## src/rtl/core/bprf_pkg.sv

```systemverilog
// Shared constants, types and helpers for the batched-publish ring FIFO.
package bprf_pkg;

  localparam int CAPACITY = 1024;
  localparam int PTR_W    = $clog2(CAPACITY);
  localparam int DATA_W   = 32;
  localparam int STEP_W   = 8;
  localparam int ADDR_W   = 3;

  localparam logic [1:0] OP_PUSH  = 2'd0;
  localparam logic [1:0] OP_POP   = 2'd1;
  localparam logic [1:0] OP_FLUSH = 2'd2;

  localparam logic [0:0] REG_PUBLISH_STEP = 1'b0;

  localparam logic [STEP_W-1:0] STEP_RESET  = STEP_W'(10);
  localparam logic [STEP_W-1:0] COUNT_RESET = STEP_W'(1);

  typedef logic [PTR_W-1:0] ptr_t;

  typedef struct packed {
    logic we;
    logic re;
    ptr_t addr;
  } mem_req_t;

  typedef struct packed {
    logic valid;
    logic ok;
    logic is_pop;
  } result_t;

  function automatic ptr_t ring_next(input ptr_t p);
    ring_next = (p == ptr_t'(CAPACITY - 1)) ? '0 : p + ptr_t'(1);
  endfunction

endpackage

```

## src/rtl/core/bprf_ctrl.sv

```systemverilog
// Pointer, batch-count and publication logic of the ring FIFO.
module bprf_ctrl (
  input  logic                           clk,
  input  logic                           rst_n,
  input  logic                           accept,
  input  logic [1:0]                     op,
  input  logic                           partner_gone,
  input  logic [bprf_pkg::STEP_W-1:0]    publish_step,
  output bprf_pkg::mem_req_t             mem_req,
  output bprf_pkg::result_t              result
);

  bprf_pkg::ptr_t tail_r, tail_nxt;
  bprf_pkg::ptr_t pub_tail_r, pub_tail_nxt;
  bprf_pkg::ptr_t head_r, head_nxt;
  bprf_pkg::ptr_t pub_head_r, pub_head_nxt;
  logic [bprf_pkg::STEP_W-1:0] push_cnt_r, push_cnt_nxt;
  logic [bprf_pkg::STEP_W-1:0] pop_cnt_r, pop_cnt_nxt;
  bprf_pkg::result_t result_r, result_nxt;
  bprf_pkg::ptr_t tail_inc, head_inc;

  assign tail_inc = bprf_pkg::ring_next(tail_r);
  assign head_inc = bprf_pkg::ring_next(head_r);

  always_comb begin
    tail_nxt     = tail_r;
    pub_tail_nxt = pub_tail_r;
    head_nxt     = head_r;
    pub_head_nxt = pub_head_r;
    push_cnt_nxt = push_cnt_r;
    pop_cnt_nxt  = pop_cnt_r;
    mem_req      = '{we: 1'b0, re: 1'b0, addr: tail_r};
    result_nxt   = '{valid: accept, ok: 1'b0, is_pop: 1'b0};
    if (accept) begin
      unique case (op)
        bprf_pkg::OP_PUSH: begin
          if (tail_inc == pub_head_r) begin
            if (partner_gone) begin
              pub_head_nxt = head_r;
            end
          end else begin
            mem_req.we    = 1'b1;
            tail_nxt      = tail_inc;
            result_nxt.ok = 1'b1;
            if (push_cnt_r == publish_step) begin
              push_cnt_nxt = bprf_pkg::COUNT_RESET;
              pub_tail_nxt = tail_inc;
            end else begin
              push_cnt_nxt = push_cnt_r + 1'b1;
            end
          end
        end
        bprf_pkg::OP_POP: begin
          mem_req.addr = head_r;
          if (head_r == pub_tail_r) begin
            if (partner_gone) begin
              pub_tail_nxt = tail_r;
            end
          end else begin
            mem_req.re        = 1'b1;
            head_nxt          = head_inc;
            result_nxt.ok     = 1'b1;
            result_nxt.is_pop = 1'b1;
            if (pop_cnt_r == publish_step) begin
              pop_cnt_nxt  = bprf_pkg::COUNT_RESET;
              pub_head_nxt = head_inc;
            end else begin
              pop_cnt_nxt = pop_cnt_r + 1'b1;
            end
          end
        end
        bprf_pkg::OP_FLUSH: begin
          pub_tail_nxt  = tail_r;
          result_nxt.ok = 1'b1;
        end
        default: begin
          result_nxt.ok = 1'b0;
        end
      endcase
    end
  end

  always_ff @(posedge clk) begin
    if (!rst_n) begin
      tail_r     <= '0;
      pub_tail_r <= '0;
      head_r     <= '0;
      pub_head_r <= '0;
      push_cnt_r <= bprf_pkg::COUNT_RESET;
      pop_cnt_r  <= bprf_pkg::COUNT_RESET;
      result_r   <= '0;
    end else begin
      tail_r     <= tail_nxt;
      pub_tail_r <= pub_tail_nxt;
      head_r     <= head_nxt;
      pub_head_r <= pub_head_nxt;
      push_cnt_r <= push_cnt_nxt;
      pop_cnt_r  <= pop_cnt_nxt;
      result_r   <= result_nxt;
    end
  end

  assign result = result_r;

endmodule

```

## config.mk

```make
export PLATFORM = sky130hd
export DESIGN_NAME = bprf_ctrl
export DESIGN_NICKNAME = d
export VERILOG_FILES = /design/src/rtl/core/bprf_pkg.sv /design/src/rtl/core/bprf_ctrl.sv
export SDC_FILE = /design/constraint.sdc
export NUM_CORES = 1
export LEC_CHECK = 0
export BUFFER_PORTS_ARGS = -buffer_cell sky130_fd_sc_hd__clkbuf_2
export CAP_MARGIN = 5
export CORE_MARGIN = 3
export CORE_UTILIZATION = 50
export CTS_CLUSTER_SIZE = 25
export DETAILED_ROUTE_END_ITERATION = 8
export PLACE_DENSITY = 0.71
export SLEW_MARGIN = 10
export SYNTH_ARGS = -nofsm -noshare
export SYNTH_HDL_FRONTEND = slang
export SYNTH_SLANG_ARGS = --single-unit
```

## constraint.sdc

```tcl
create_clock -name clk -period 2.9 [get_ports clk]
set_input_delay 0.58 -clock clk [delete_from_list [all_inputs] [get_ports clk]]
set_output_delay 0.58 -clock clk [all_outputs]
set_load 0.01 [all_outputs]
```

## Yosys cells after proc, flatten, opt, wreduce, memory -nomap -nowiden

Index checks and enable logic that the tools add are counted.

| storage, ports and cells | value |
|---|---|
| logic and storage cells | 61 |
| flip-flop bits (word level) | 59 |
| output and inout bits | 15 |

| operators by class | value |
|---|---|
| equality and inequality tests | 16 |
| reductions and logical operators | 9 |
| $add $sub $neg | 4 |
| multiplexer cells | 21 |
| bitwise logic cells | 2 |

Operator list:

| kind | number |
|---|---|
| 2-to-1 mux 10 bit | 10 |
| case mux 10 bit (3 select lines) | 1 |
| adder 10 x 1 -> 10 bit, second input constant | 2 |
| equality test 10 bit | 2 |
| equality test 10 bit, second input constant | 2 |
| case mux 10 bit (2 select lines) | 1 |
| adder 8 x 1 -> 8 bit, second input constant | 2 |
| equality test 8 bit | 2 |
| 2-to-1 mux 8 bit | 2 |
| != test 2 bit, second input constant | 8 |
| 2-to-1 mux 12 bit | 1 |
| AND reduction 6 bit | 2 |
| 2-to-1 mux 11 bit | 1 |
| AND reduction 3 bit | 3 |
| 2-to-1 mux 1 bit | 3 |
| case mux 1 bit (3 select lines) | 1 |
| nonzero test 3 bit | 1 |
| equality test 2 x 1 -> 1 bit, second input constant | 1 |
| equality test 2 bit, second input constant | 1 |
| zero test 2 bit | 1 |
| 2-to-1 mux 2 bit | 1 |
| NOT 1 bit | 2 |
| AND reduction 2 bit | 1 |
| nonzero test 2 bit | 1 |

## Longest topological paths before layout

Gate-level depths: netlist of the first run.

| depth | value |
|---|---|
| word-level depth | 6 |
| depth in mapped cells | 12 |
| mapped depth without buffers | 9 |

## Least setup slack after synthesis of the first run

No wires, ideal clock.

| timing | value |
|---|---|
| path type | register -> output |
| start point | register tail_r[0] |
| end point | output mem_req[11] (netlist name) |
| buffers on the path | 2 |
| data required time | 2320 ps |
| slack | -145 ps |
| data arrival time | 2465 ps |
| stages on the path, launching flop included | 11 |
| cells stage by stage | dfxtp_1 > ha_1 > buf_4 > nand3_4 > or4_4 > a2111oi_4 > a211oi_1 > or4_4 > buf_6 > nand3_1 > inv_1 |

RTL lines:

| what | line | source |
|---|---|---|
| start: declaration | bprf_ctrl.sv:13 | `bprf_pkg::ptr_t tail_r, tail_nxt;` |
| start signal: assignment | bprf_ctrl.sv:93 | `tail_r <= tail_nxt;` |
| end: declaration | bprf_ctrl.sv:9 | `output bprf_pkg::mem_req_t mem_req,` |

## Final worst setup path of the first run

| timing | value |
|---|---|
| start point | register tail_r[0] |
| end point | register pub_tail_r[9] |

| between the ends | value |
|---|---|
| cells in the longest elaborated chain, start to end | 5 |
| elaborated cells between the ends (all ways) | 9 |
| those cells by class | add/sub: 1; eq/ne: 3; mux: 4; reduce/logical: 1 |

RTL lines:

| what | line | source |
|---|---|---|
| adder 10 x 1 -> 10 bit / equality test 10 bit (equally long branches) | bprf_pkg.sv:34 | `ring_next = (p == ptr_t'(CAPACITY - 1)) ? '0 : p + ptr_t'(1);` |
| 2-to-1 mux 10 bit (*) | bprf_pkg.sv:34 |  |
| equality test 10 bit / 2-to-1 mux 10 bit (equally long branches) | bprf_ctrl.sv:37, bprf_ctrl.sv:45 |  |
| != test 2 bit (no source line) / 2-to-1 mux 10 bit (equally long branches) | -- |  |
| AND reduction 6 bit (no source line) / case mux 10 bit (3 select lines) (equally long branches) | -- |  |
| end signal: assignment | bprf_ctrl.sv:94 | `pub_tail_r <= pub_tail_nxt;` |
| end: declaration | bprf_ctrl.sv:14 | `bprf_pkg::ptr_t pub_tail_r, pub_tail_nxt;` |

Mark *: on every way between the ends. The rest lies on a longest branch, timed or not. The select of a mux whose other input is x is not followed.
A chain may end at the register's enable or synchronous reset.

==> impl_metrics.env, run 1 <==
export IMPL_status="finished, violations left"
export IMPL_violations="setup timing"
export IMPL_crit_start="tail_r[0]$_SDFFE_PN0P_"
export IMPL_clk_latency_ns=0.35
export IMPL_cts_root_buf="clkbuf_8"
export IMPL_drive_gt1_share_pct=22.4
export IMPL_grt_overflow=0
export IMPL_viasPerCell=6.10
export IMPL_drc=0
export IMPL_firstDrtPassIters=5
export IMPL_fin_ws_ns=-0.323
export IMPL_synth_edf_count=0
export IMPL_synth_distinct_cells=63
export IMPL_r2r_end="pub_tail_r[9]$_SDFFE_PN0P_"
export IMPL_min_delay_start="pub_tail_r[2]$_SDFFE_PN0P_"
export IMPL_cts_buffer_depth=2
export IMPL_clock_skew_ns=0.0105
export IMPL_hold_viol=0
export IMPL_fillers=717
export IMPL_hp_class="reg -> reg"
export IMPL_instances_no_fill=656
export IMPL_setup_violations=23
export IMPL_utilization_pct=60.5
export IMPL_drv_slew=0
export IMPL_start_kind="flip-flop"
export IMPL_ir_drop_mv=0.277
export IMPL_numCtsBuffers=9
export IMPL_worstPathRequired_ns=3.17
export IMPL_leakagePower_uw=0.00186
export IMPL_setup_worst_path_end_class="flip-flop"
export IMPL_drt_total_wl_mm=11.5
export IMPL_crit_end="pub_tail_r[9]$_SDFFE_PN0P_"
export IMPL_slew_headroom_pct=64.0
export IMPL_cap_violations=0
export IMPL_switchingPower_uw=489
export IMPL_combinationalPowerShare_pct=12.3
export IMPL_cp_max_fo=6
export IMPL_cts_sinks=59
export IMPL_grt_pass1_vias=3664
export IMPL_multiInputGateArea_sq_um=2670
export IMPL_die_area_sq_um=9210
export IMPL_antenna_found_initial=0
export IMPL_worst_slew_pin_slew_ns=0.539
export IMPL_die_height_um=96.0
export IMPL_r2r_start="tail_r[0]$_SDFFE_PN0P_"
export IMPL_ff2ff_setup_slack_ns=-0.32
export IMPL_portBuffers=28
export IMPL_crit_arrival_ns=3.49
export IMPL_wl_per_cell_um=17.5
export IMPL_nets=572
export IMPL_p_sw_share_pct=28.8
export IMPL_start_util_pct=51.9
export IMPL_critPathKind="reg -> reg"
export IMPL_regArea_sq_um=1200
export IMPL_syn2layout_area_growth_pct=16.6
export IMPL_rows=32
export IMPL_synth_ff_type="dfxtp_1"
export IMPL_power_frac_clock_pct=38.7
export IMPL_power_density_nw_per_um2=359
export IMPL_grt_pass1_wl_mm=18.5
export IMPL_final_antenna_net_count=0
export IMPL_fmax_mhz=310
export IMPL_pin_count=29
export IMPL_finalCriticalPeriod_ns=3.22
export IMPL_synth_area_per_cell_sq_um=7.97
export IMPL_first_iter_violations=453
export IMPL_cts_tree="built"
export IMPL_syn_nets=530
export IMPL_place_hpwl_mm=8.25
export IMPL_synth_cells=508
export IMPL_n_antenna_cell=0
export IMPL_postCtsHoldBufs=0
export IMPL_synth_cell_area_sq_um=4050
export IMPL_clk_pin_slew_worst_paths_ns=0.07
export IMPL_synth_seq_area_share_pct=29.2
export IMPL_post_place_cells=636
export IMPL_power_internal_uw=1210
export IMPL_vias=4000
export IMPL_p_seq_share_pct=49.0
export IMPL_grt_max_degree=56
export IMPL_rr_worst_depth=13
export IMPL_finalCritPeriodShare_pct=111
export IMPL_grtUsageTotal_pct=25.9
export IMPL_synth_seq_cells=59
export IMPL_die_w_um=96.0
export IMPL_synthArstFlopShare_pct=0
export IMPL_rsz0062_at_grt="yes"
export IMPL_cts_max_level=3
export IMPL_yosysWarnings=0
export IMPL_place_gp_congestion=0.953
export IMPL_core_area_sq_um=7810
==> worst max-delay path, stage by stage, from the launching register on <==
cell and delay, ns:
dfxtp_4 0.37, ha_4 0.14, nand3_4 0.09, or4_4 0.50, a2111oi_4 0.37, a211oi_2 0.10, or4_4 0.46, buf_4 0.16
buf_6 0.11, buf_6 0.12, o211ai_1 0.19, buf_4 0.18, buf_8 0.13, mux2i_2 0.22
==> flip-flops by register name, summed over array words and instances (netlist names) <==
signal / count
pub_tail_r: 10
pub_head_r: 10
result: 3
push_cnt_r: 8
tail_r: 10
head_r: 10
pop_cnt_r: 8
==> worst min-delay path by stage <==
| stage | endpoint | slack, ns | depth (start not counted) |
|---|---|---|---|
| after floorplan | pub_head_r[9]$_SDFFE_PN0P_ | 0.44 | 2 |
| after global placement | pub_tail_r[6]$_SDFFE_PN0P_ | 0.46 | 2 |
| after detailed placement | pub_tail_r[7]$_SDFFE_PN0P_ | 0.47 | 2 |
| after CTS | pub_tail_r[7]$_SDFFE_PN0P_ | 0.48 | 2 |
| after global routing | pub_tail_r[7]$_SDFFE_PN0P_ | 0.51 | 2 |
| final | pub_tail_r[2]$_SDFFE_PN0P_ | 0.48 | 2 |
==> cells in the final DEF, fill, tap and decap left out, types with 5 or more instances in the layout <==
cell | Yosys | layout
a21oi_1 | 18 | 18
and2_1 | 5 | 5
and3_1 | 9 | 9
buf_4 | 3 | 40
clkbuf_2 | 0 | 28
clkbuf_8 | 0 | 9
dfxtp_1 | 59 | 51
dfxtp_2 | 0 | 6
ha_1 | 8 | 7
inv_1 | 14 | 13
mux2_2 | 9 | 9
mux2i_1 | 22 | 21
nand2_1 | 73 | 73
nand2b_1 | 5 | 5
nand3_1 | 18 | 17
nand4_1 | 16 | 16
nor2_1 | 27 | 27
nor2b_1 | 5 | 5
nor3_1 | 11 | 10
nor4_1 | 7 | 6
o21ai_0 | 27 | 26
o311ai_0 | 9 | 9
o31ai_1 | 11 | 11
or3_1 | 8 | 8
xnor2_1 | 22 | 22
xor2_1 | 24 | 24
==> power groups by stage <==
stage / Sequential, uW / Clock [uW] / Combinational, uW
3_3_place_gp: 849 / 0 / 185
3_5_place_dp: 850 / 0 / 189
2_1_floorplan: 847 / 0 / 125
4_1_cts: 830 / 669 / 191
5_1_grt: 831 / 702 / 226
6_report: 830 / 656 / 209
==> Yosys cell counts (9+ instances only) <==
cell type | instances | area share, %
nand2_1 | 73 | 6.8
dfxtp_1 | 59 | 29
clkbuf_1 | 30 | 2.8
nor2_1 | 27 | 2.5
o21ai_0 | 27 | 3.3
xor2_1 | 24 | 5.2
mux2i_1 | 22 | 5.4
xnor2_1 | 22 | 4.8
a21oi_1 | 18 | 2.2
nand3_1 | 18 | 2.2
nand4_1 | 16 | 2.5
inv_1 | 14 | 1.3
nor3_1 | 11 | 1.4
o31ai_1 | 11 | 2.0
and3_1 | 9 | 1.4
mux2_2 | 9 | 2.5
o311ai_0 | 9 | 1.9
==> final cells by class <==
| type | instances | share of cell area [%] |
|---|---|---|
| well taps | 102 | 2.70 |
| multi-input cells | 391 | 56.5 |
| clock inverters | 5 | 0.663 |
| clock buffers | 10 | 2.70 |
| repair buffers | 73 | 10.8 |
| flip-flops and latches | 59 | 25.3 |
| inverters | 16 | 1.27 |
==> logic make-up after synthesis <==
kind of cell / after synthesis / synth area share, %
muxes: 31 / 7.94
buffers and inverters: 58 / 6.37
adders and majority gates: 9 / 2.72
xor gates and xnor gates: 46 / 9.95
AOI/OAI and AO/OA: 102 / 18.1
DFF: 59 / 29.2
and+or+nand+nor: 203 / 25.7
==> layer usage <==
layer | vias to the layer above | track usage [%] | share of wire (%)
li1 | 1918 | - | -
met4 | 0 | 11.5 | 2.9
met2 | 157 | 40.3 | 47
met5 | - | 0 | 0
met3 | 29 | 4.77 | 6.1
met1 | 1896 | 34.8 | 44
==> what timing repair did <==
action,in CTS,in global routing
buffers inserted,1,3
gates cloned,0,1
pin swaps,1,5
resized for setup,7,14
endpoints found under the setup margin,1,22
==> per-stage QoR <==
stage	worst slack (ns)	cell area, sq um	total power (uW)	TNS [ns]	hold slack (ns)
finish	-0.323	4720	1690	-4.80	0.477
global route	-0.426	4720	1760	-7.07	0.507
CTS	-0.338	4650	1690	-0.378	0.480
detailed placement	-0.00652	4460	1040	-0.00652	0.471
global placement	0.0435	4460	1030	0	0.458
floorplan	0.0618	4080	971	0	0.443
Note: power is estimated with default switching activity, not from simulation.
==> run 2: changes to the inputs <==
--- a/config.mk
+++ b/config.mk
@@ -8,10 +8,9 @@
 export BUFFER_PORTS_ARGS = -buffer_cell sky130_fd_sc_hd__clkbuf_2
 export CAP_MARGIN = 5
 export CORE_MARGIN = 3
-export CORE_UTILIZATION = 50
+export CORE_UTILIZATION = 30
 export CTS_CLUSTER_SIZE = 25
 export DETAILED_ROUTE_END_ITERATION = 8
-export PLACE_DENSITY = 0.71
 export SLEW_MARGIN = 10
 export SYNTH_ARGS = -nofsm -noshare
 export SYNTH_HDL_FRONTEND = slang
==> impl_metrics.env, run 2 (same netlist as run 1, synthesis figures left out) <==
export IMPL_final_antenna_net_count=0
export IMPL_place_hpwl_mm=9.09
export IMPL_setup_worst_path_end_class="output port"
export IMPL_clk_latency_ns=0.33
export IMPL_nets=587
export IMPL_p_total_uw=2110
export IMPL_numCtsBuffers=9
export IMPL_die_w_um=122
export IMPL_rsz0062_at_grt="yes"
export IMPL_antenna_found_initial=0
export IMPL_cts_buffer_depth=2
export IMPL_power_density_nw_per_um2=418
export IMPL_portBuffers=28
export IMPL_core_area_sq_um=12900
export IMPL_die_height_um=122
export IMPL_die_area_sq_um=14900
export IMPL_finalCritPeriodShare_pct=109
export IMPL_drive_gt1_share_pct=24.7
export IMPL_cap_violations=0
export IMPL_violations="setup timing"
export IMPL_grt_overflow=0
export IMPL_grt_pass1_wl_mm=19.4
export IMPL_grtUsageTotal_pct=16.6
export IMPL_clock_skew_ns=0.00636
export IMPL_rows=41
export IMPL_start_util_pct=31.3
export IMPL_wl_per_cell_um=16.5
export IMPL_final_cell_mix="73 x nand2_1, 57 x buf_4, 51 x dfxtp_1"
export IMPL_drt_total_wl_mm=12.2
export IMPL_fmax_mhz=316
export IMPL_grt_max_degree=56
export IMPL_leakagePower_uw=0.00200
export IMPL_n_antenna_cell=0
export IMPL_viasPerCell=5.41
export IMPL_place_gp_congestion=0.991
export IMPL_syn2layout_area_growth_pct=24.9
export IMPL_ir_drop_mv=0.289
export IMPL_slew_headroom_pct=57.7
export IMPL_drc=0
export IMPL_vias=4017
export IMPL_cts_tree="built"
export IMPL_status="finished, violations left"
export IMPL_postCtsHoldBufs=0
export IMPL_firstDrtPassIters=5
export IMPL_setup_violations=16
export IMPL_cp_max_fo=4
export IMPL_finish_instance_area_sq_um=5060
export IMPL_first_iter_violations=267
export IMPL_grt_pass1_vias=3760
export IMPL_cts_max_level=3
export IMPL_pin_count=29
export IMPL_critPathKind="reg -> out"
export IMPL_worst_slew_pin_slew_ns=0.630
export IMPL_finalCriticalPeriod_ns=3.16
export IMPL_clk_pin_slew_worst_paths_ns=0.06
export IMPL_fin_setup_tns_ns=-1.06
export IMPL_hp_class="reg -> reg"
export IMPL_start_kind="flip-flop"
export IMPL_drv_slew=0
export IMPL_hold_viol=0
export IMPL_dpl_cell_area_sq_um=4630
export IMPL_worstPathRequired_ns=2.32
export IMPL_final_common_cell="nand2_1"
export IMPL_crit_arrival_ns=2.58
export IMPL_cts_sinks=59
export IMPL_cts_root_buf="clkbuf_16"
export IMPL_fin_ws_ns=-0.265
==> run 2: worst paths after layout <==
| check | start | to | slack (ns) | cells past startpoint |
|---|---|---|---|---|
| worst max-delay path | tail_r[0]$_SDFFE_PN0P_ | mem_req[11] | -0.26 | 9 |
| worst min-delay path | pub_tail_r[9]$_SDFFE_PN0P_ | pub_tail_r[9]$_SDFFE_PN0P_ | 0.48 | 2 |
| worst max register to register | tail_r[0]$_SDFFE_PN0P_ | pub_tail_r[6]$_SDFFE_PN0P_ | -0.09 | 11 |
| worst min register to register | pub_tail_r[9]$_SDFFE_PN0P_ | pub_tail_r[9]$_SDFFE_PN0P_ | 0.48 | 2 |
==> run 2: routing by layer <==
layer / wire, um / share of wire, % / GRT usage (%) / vias up
met2: 5760 / 47 / 26.4 / 138
met5: 0 / 0 / 0 / -
met4: 255 / 2.1 / 6.58 / 0
met3: 609 / 5.0 / 3.20 / 24
li1: - / - / - / 1941
met1: 5600 / 46 / 22.2 / 1914
==> run 2: report_power, final <==
part           switching [uW]  leakage (uW)  internal (uW)  total (uW)
Clock                     388      0.000145            683        1070
Sequential               11.2      0.000481            820         831
Combinational             124       0.00138           85.4         210
==> run 2: critical path, stage by stage, from the launching register on <==
cell and delay (ns):
dfxtp_4 0.37, ha_4 0.16, nand3_4 0.10, or4_4 0.44, a2111oi_4 0.38, a211oi_2 0.10
or4_4 0.46, nand3_4 0.09, inv_2 0.04, buf_6 0.11
==> run 2: per-stage QoR <==
stage                     hold WS (ns)  util (%)  instances  setup WS, ns
after detailed placement         0.466      35.8        718       -0.0313
after CTS                        0.478      38.3        735        -0.282
after floorplan                  0.443         -        508        0.0618
final                            0.480      39.1        742        -0.265
after global routing             0.496      39.1        742        -0.351
after global placement           0.457      35.8        718        0.0925
==> run 2: layout make-up <==
| type | instances | area, sq um |
|---|---|---|
| clock buffer | 11 | 243 |
| clock inverter | 5 | 52.6 |
| fill | 1342 | 7870 |
| inverter | 16 | 60.1 |
| multi-input combinational | 391 | 2680 |
| sequential | 59 | 1200 |
| tap | 172 | 215 |
| timing repair buffer | 88 | 608 |
==> run 2: what timing repair did <==
item                       4_1_cts  5_1_grt
gates resized for setup          8       13
pin swaps                        1       14
setup endpoints to repair       16       21
setup buffers                    1        7
